[src/sv/sic_pkg.sv]
package sic_pkg;

  // Field and datapath widths.
  localparam int CoordBits = 16;
  localparam int FracBits  = 16;
  localparam int TolBits   = 20;
  localparam int PointBits = 32;
  localparam int NumCoords = 8;
  localparam int FlagBits  = 5;

  localparam int InDataBits  = ((NumCoords * CoordBits + 7) / 8) * 8;
  localparam int OutDataBits = ((2 * PointBits + 7) / 8) * 8;

  // Coordinate differences, their products and the Cramer determinants.
  localparam int DiffBits = CoordBits + 1;
  localparam int ProdBits = 2 * DiffBits;
  localparam int DetBits  = ProdBits + 1;
  localparam int MagBits  = ProdBits;

  // Scaled numerator |delta| * |tn| * 2^(FracBits+1) and its quotient by |det|.
  // Any quotient at or above 2^QuotBits already drives the point past the
  // 32-bit range, so the divider only resolves QuotBits quotient bits.
  localparam int SplitBits = MagBits - MagBits / 2;
  localparam int NumBits   = DiffBits + MagBits;
  localparam int NBits     = NumBits + FracBits + 1;
  localparam int QuotBits  = PointBits + 2;
  localparam int HeadBits  = NBits - QuotBits;
  localparam int SumBits   = QuotBits + 2;

  localparam int QueueDepth = 4;
  localparam int QPtrBits   = $clog2(QueueDepth);

  // Output flag positions inside out_tuser.
  localparam int FlagParallel     = 0;
  localparam int FlagIntersecting = 1;
  localparam int FlagOutsideA     = 2;
  localparam int FlagOutsideB     = 3;
  localparam int FlagSaturated    = 4;

  // One classified segment pair, waiting for the point computation.
  typedef struct packed {
    logic                        parallel;
    logic                        intersecting;
    logic                        outside_a;
    logic                        outside_b;
    logic                        neg_x;
    logic                        neg_y;
    logic [DiffBits-1:0]         dx_mag;
    logic [DiffBits-1:0]         dy_mag;
    logic [MagBits-1:0]          tn_mag;
    logic [MagBits-1:0]          det_mag;
    logic signed [CoordBits-1:0] base_x;
    logic signed [CoordBits-1:0] base_y;
  } sic_job_t;

  // Queue status seen by the front and the back.
  typedef struct packed {
    logic full;
    logic empty;
  } sic_qstat_t;

  // Divider lane state between two restoring steps.
  typedef struct packed {
    logic [MagBits-1:0]  rem;
    logic [QuotBits-1:0] low;
    logic [QuotBits-1:0] quo;
    logic                ovf;
  } sic_div_t;

  // Magnitude of a determinant-sized signed value.
  function automatic logic [MagBits-1:0] mag_det(logic signed [DetBits-1:0] v);
    logic signed [DetBits-1:0] n;
    n = -v;
    return v[DetBits-1] ? MagBits'(n) : MagBits'(v);
  endfunction

  // Magnitude of a coordinate difference.
  function automatic logic [DiffBits-1:0] mag_diff(logic signed [DiffBits-1:0] v);
    logic signed [DiffBits-1:0] n;
    n = -v;
    return v[DiffBits-1] ? DiffBits'(n) : DiffBits'(v);
  endfunction

endpackage

[src/sv/sic_queue.sv]
module sic_queue (
  input  logic                clk,
  input  logic                rst_n,
  input  logic                push,
  input  sic_pkg::sic_job_t   push_job,
  input  logic                pop,
  output sic_pkg::sic_job_t   pop_job,
  output sic_pkg::sic_qstat_t qstat
);

  localparam int PW = sic_pkg::QPtrBits;

  sic_pkg::sic_job_t mem_r [sic_pkg::QueueDepth];
  logic [PW-1:0]     wr_ptr_r, rd_ptr_r;
  logic [PW:0]       count_r;
  logic              do_push, do_pop;

  assign qstat.full  = (count_r == (PW+1)'(sic_pkg::QueueDepth));
  assign qstat.empty = (count_r == '0);
  assign do_push     = push && !qstat.full;
  assign do_pop      = pop && !qstat.empty;
  assign pop_job     = mem_r[rd_ptr_r];

  // Pointers and fill count.
  always_ff @(posedge clk) begin
    if (!rst_n) begin
      wr_ptr_r <= '0;
      rd_ptr_r <= '0;
      count_r  <= '0;
    end else begin
      if (do_push) wr_ptr_r <= wr_ptr_r + 1'b1;
      if (do_pop)  rd_ptr_r <= rd_ptr_r + 1'b1;
      if (do_push && !do_pop) begin
        count_r <= count_r + 1'b1;
      end else if (do_pop && !do_push) begin
        count_r <= count_r - 1'b1;
      end
    end
  end

  // Entry storage.
  always_ff @(posedge clk) begin
    if (do_push) mem_r[wr_ptr_r] <= push_job;
  end

endmodule

[config.mk]
export PLATFORM = sky130hd
export DESIGN_NAME = sic_queue
export DESIGN_NICKNAME = d
export VERILOG_FILES = /design/src/sv/sic_pkg.sv /design/src/sv/sic_queue.sv
export SDC_FILE = /design/constraint.sdc
export NUM_CORES = 1
export LEC_CHECK = 0
export BUFFER_PORTS_ARGS = -buffer_cell sky130_fd_sc_hd__buf_2
export CAP_MARGIN = 20
export CORE_MARGIN = 5
export CORE_UTILIZATION = 35
export DETAILED_ROUTE_END_ITERATION = 12
export SLEW_MARGIN = 20
export SYNTH_ARGS = -nofsm -noshare
export SYNTH_HDL_FRONTEND = slang
export SYNTH_SLANG_ARGS = --single-unit
[constraint.sdc]
create_clock -name clk -period 13.24 [get_ports clk]
set_clock_uncertainty 0.1 [all_clocks]
set_input_delay 0.662 -clock clk [delete_from_list [all_inputs] [get_ports clk]]
set_output_delay 0.662 -clock clk [all_outputs]
set_load 0.02 [all_outputs]
; After elaboration in Yosys (flattened, before gate mapping)
; Memories as Yosys holds them, arrays and structs flattened. A register that Yosys moved wholly into a read port is not among the register bits.
; Index checks and enable logic that the tools add are counted.
[totals]
inputBits = 144
word_cells = 25
register_bits = 7
out_inout_bits = 142
ramBits = 560
mem_count = 1
[memory_table]
columns = memory, depth, width, read_ports, rd_clocked_by_memory_dff, write_ports, line_no
row1 = mem_r, 4, 140, 1, 1, 1, sic_queue.sv:13  ; sic_pkg::sic_job_t mem_r [sic_pkg::QueueDepth];
[op_classes]
eq_ne = 1
n_reduce_logical = 10
mux = 6
n_addsub = 4
[op_table]
columns = cell, count
row1 = $mux W3, 2
row2 = $add A2 B1 Y2 const B, 2
row3 = $logic_and A1 B1 Y1, 4
row4 = $logic_not A1 Y1, 4
row5 = $mux W2, 2
row6 = $add A3 B1 Y3 const B, 1
row7 = $eq A3 B3 Y1 const B, 1
row8 = $logic_not A3 Y1, 1
row9 = $sub A3 B1 Y3 const B, 1
row10 = $mux W1, 2
row11 = $reduce_bool A2 Y1, 1

; Longest topological paths before layout
[depth]
ltp_word = 7
mapped_depth = 9
depth_no_buf = 8

; Worst setup path after synthesis
; Ideal clock, no wire load.
[synth_path]
kind = input to register
startpoint = input push
endpoint = memory mem_r[0][0] (netlist bit) (enable)
setup_time_ns = 0.516
t_arrival_ns = 4.259
t_required_ns = 12.624
slack_ns = 8.365
path_stages = 3
n_path_buf = 1
cell_sequence = nor2b_1 -> clkbuf_1 -> and2_1
[synth_via]
elab_chain_cells = 3
[synth_lines]
columns = element, line_no
row1 = from (decl), sic_queue.sv:4  ; input logic push,
row2 = $logic_and A1 B1 Y1, sic_queue.sv:20  ; assign do_push = push && !qstat.full;
row3 = net do_push, sic_queue.sv:16  ; logic do_push, do_pop;
row4 = $mux W1, sic_queue.sv:43  ; if (do_push) mem_r[wr_ptr_r] <= push_job;
row5 = $mux W1 (not written as such), sic_queue.sv:43
row6 = to (decl), sic_queue.sv:13
; The timed path passes the listed nets, and every way through them passes these cells.

==> out/qor.txt <==
GLOBAL ROUTING
-----------------------------------------------------------------------------------------------
Vias in the first global route ...................................................       10,100
Maximum number of pins on one net before global-route repair .....................           62
Final global-route overflow total ................................................            0
Initial antenna violation count ..................................................           10
Overall fraction of global-route tracks in use ...................................        12.8%
Global-route wire length before repair ...........................................    62,600 um

PLACE
-----------------------------------------------------------------------------------------------
GP Congestion ....................................................................        0.720
# placed instances ...............................................................        1,817
Post-detail-place hpwl ...........................................................    24,600 um
Count of buffers inserted at the top-level ports .................................          285
Placement Cell Area .............................................................. 0.0229 sq mm

TIMING
-----------------------------------------------------------------------------------------------
Worst-margin pin slew ............................................................       990 ps
Final Hold Fails .................................................................            0
Highest achievable clock rate ....................................................      227 MHz
Number of pins with negative max-slew slack in the final report ..................            0
Final Cycle Share ................................................................        33.2%
RSZ-0062 raised after global routing .............................................           no
Setup Viol. Count Final ..........................................................            0
Max-slew headroom at the worst pin ...............................................        34.0%
Minimum clock period after layout ................................................      4400 ps
Post-route setup TNS .............................................................         0 ps

PWR
-----------------------------------------------------------------------------------------------
Sum of internal, switching and leakage power .....................................      5.18 mW
Power Density ....................................................................  207 mW/mm^2
Leakage power ....................................................................      8.27 nW
Peak supply drop .................................................................   0.000144 V

DETAILED ROUTING
-----------------------------------------------------------------------------------------------
Drt first pass iters .............................................................            5
Via total after detailed routing .................................................        9,277
Via density per instance .........................................................         4.81
Average detailed-routed wire length per instance .................................      21.6 um
Number of routed nets with antenna violations ....................................            0
First-iteration detailed-routing DRC count .......................................          634
Final Routed Wirelength ..........................................................    41,700 um
Residual DRC .....................................................................            0

CLOCK TREE
-----------------------------------------------------------------------------------------------
# Post-CTS Setup Buffers .........................................................            0
TritonCTS clock tree .............................................................          yes
Cts repair resizes ...............................................................            0
Htree depth ......................................................................            2
Number of hold buffers added after CTS ...........................................            0
Clock input transition at the sequential cells of the worst setup and hold paths .        60 ps
Clock latency on the worst-skew pair .............................................       610 ps
Buffers from clock root to sink, at most .........................................            3
# clock sinks ....................................................................          569
CTS Buf Count ....................................................................           59
Cell at the root of the clock tree ............................................... sky130_fd_sc_hd__clkbuf_16

SYNTHESIS
-----------------------------------------------------------------------------------------------
Synth cell types .................................................................           23
Mean instance size in the synthesized netlist ....................................   26.5 sq um
Sequential-to-total area share from yosys stat ...................................        82.2%
Net count after synthesis ........................................................          930
Number of cells produced by synthesis ............................................          780
Async S/R FF share, synth ........................................................           0%
Cell area after synthesis ........................................................ 0.0207 sq mm
Cell accounting for the most synthesized area .................................... sky130_fd_sc_hd__edfxtp_1
Number of synthesized register bits ..............................................          569
Post-synth EDFFs .................................................................          560
Top flip-flop cell by instance count after synthesis ............................. sky130_fd_sc_hd__edfxtp_1
Fraction of post-synthesis cell area in the top cell type by area ................        81.4%
Cells taking the most area after synthesis ....................................... sky130_fd_sc_hd__edfxtp_1 81%, sky130_fd_sc_hd__mux4_2 15%, sky130_fd_sc_hd__dfxtp_1 0.87%
Synth warnings ...................................................................            0

WORST SETUP PATH
-----------------------------------------------------------------------------------------------
Reg2reg start .................................................................... count_r[0]$_SDFFE_PN0P_
Capture point of the worst reg-to-reg path ....................................... mem_r[2][64]$_DFFE_PP_
Maximum fanout encountered on the critical timing path ...........................           46
Type of origin of the critical path ..............................................         flop
Arrival @ worst endpoint .........................................................      3640 ps
Slack of the worst reg-to-reg path ...............................................    10,180 ps
Critical setup path kind .........................................................      reg2out
CP Capture Type .................................................................. primary output
Worst Reg2Reg Path Length in Cells ...............................................            4
Required time of the worst setup path ............................................    12,480 ps

RUN STATUS
-----------------------------------------------------------------------------------------------
Status ...........................................................................    completed

JOB
-----------------------------------------------------------------------------------------------
Max Cap Violations ...............................................................            0

LAYOUT
-----------------------------------------------------------------------------------------------
Final design area excluding fillers .............................................. 0.0250 sq mm
Register area .................................................................... 0.0170 sq mm
Combined area of the multi-input logic cells ..................................... 0.00344 sq mm
Number of non-filler instances in the completed layout ...........................        1,930
Most used cells in the layout excluding fill and tap cells ....................... 560 x sky130_fd_sc_hd__edfxtp_1, 285 x sky130_fd_sc_hd__buf_2, 140 x sky130_fd_sc_hd__mux4_2
Proportion of layout cells with a drive suffix above 1 ...........................        46.6%
Fill count .......................................................................        5,167
Area overhead of the layout relative to synthesis ................................        20.9%
Net count of the finished layout .................................................        1,255
Commonest non-fill, non-tap cell in the layout ................................... sky130_fd_sc_hd__edfxtp_1

FLOORPLANNING
-----------------------------------------------------------------------------------------------
Total die area ................................................................... 0.0640 sq mm
Floorplan Core Area .............................................................. 0.0588 sq mm
Initial core utilization .........................................................        35.2%
Die height .......................................................................       253 um
Row Count ........................................................................           89
Die span in x ....................................................................       253 um
Number of primary I/O pins .......................................................          286

MIN PATH
-----------------------------------------------------------------------------------------------
Hold/Removal Path Class ..........................................................       in2reg
Number of stages on the worst hold path ..........................................            1
Worst Min Path Start ............................................................. push_job[11]
Hold endpoint .................................................................... mem_r[1][11]$_DFFE_PP_

-- worst max-delay path, cell delays in order (launching register included) --
cell and delay, ps:
sky130_fd_sc_hd__dfxtp_4 530, sky130_fd_sc_hd__buf_4 730, sky130_fd_sc_hd__buf_4 840, sky130_fd_sc_hd__mux4_2 620, sky130_fd_sc_hd__buf_2 180
-- layer usage --
layer,GRT usage (%),wire [um]
met3,4.02,3020
met4,3.90,996
met1,16.3,16900
met2,21.1,20700
met5,0,92
-- report_power, final --
part	switching (mW)	internal, mW
logic	0.724	0.498
clock network	0.671	1.04
registers	0.0584	2.19
total	1.45	3.73
-- registers in the layout, summed over array words and instances, names as in the netlist, named ones only --
signal and count:
mem_r 560, count_r 3, rd_ptr_r 2, wr_ptr_r 2
-- cells by family (layout without fill, tap and decap cells) --
| group | after synthesis | after routing | synth area share (%) |
|---|---|---|---|
| AOI/OAI and AO/OA | 4 | 4 | 0.139 |
| xor gates and xnor gates | 4 | 4 | 0.170 |
| adders and majority gates | 6 | 6 | 0.400 |
| buffers and inverters | 37 | 412 | 1.19 |
| DFF | 569 | 569 | 82.2 |
| muxes | 143 | 143 | 15.4 |
| other | 0 | 2 | 0 |
| and+or+nand+nor | 17 | 17 | 0.466 |
-- area by class of cell --
type | count | area share [%]
clock inverters | 41 | 2.03
clock buffers | 70 | 6.16
flip-flops and latches | 569 | 68.0
well taps | 773 | 3.87
inverters | 3 | 0.0451
repair buffers | 298 | 6.10
multi-input cells | 174 | 13.7
diodes | 2 | 0.0200
-- cell usage after synthesis (2+ instances only) --
| master | instances |
|---|---|
| sky130_fd_sc_hd__mux2i_1 | 3 |
| sky130_fd_sc_hd__clkbuf_1 | 6 |
| sky130_fd_sc_hd__nand2_1 | 4 |
| sky130_fd_sc_hd__ha_1 | 5 |
| sky130_fd_sc_hd__and2_1 | 8 |
| sky130_fd_sc_hd__buf_2 | 16 |
| sky130_fd_sc_hd__edfxtp_1 | 560 |
| sky130_fd_sc_hd__dfxtp_1 | 9 |
| sky130_fd_sc_hd__mux4_2 | 140 |
| sky130_fd_sc_hd__xnor2_1 | 3 |
| sky130_fd_sc_hd__buf_6 | 11 |
| sky130_fd_sc_hd__nor2b_1 | 2 |
| sky130_fd_sc_hd__inv_1 | 3 |
-- metrics by stage --
stage                     utilization (%)  worst slack (ps)  hold WS (ps)
after floorplan                         -              8370           368
after CTS                            42.5              8610           113
after global routing                 42.5              8430           127
final                                42.5              8840           164
after global placement               39.0              9290           380
after detailed placement             39.0              9290           397
-- how the worst max path moves through the flow --
stage	start	end	cells past startpoint
2_1_floorplan	push	mem_r[0][0]$_DFFE_PP_	3
3_3_place_gp	flop	pop_job[86]	4
3_5_place_dp	flop	pop_job[19]	4
4_1_cts	flop	pop_job[19]	4
5_1_grt	flop	pop_job[105]	4
6_report	flop	pop_job[86]	4
(Power assumes the default switching activity.)
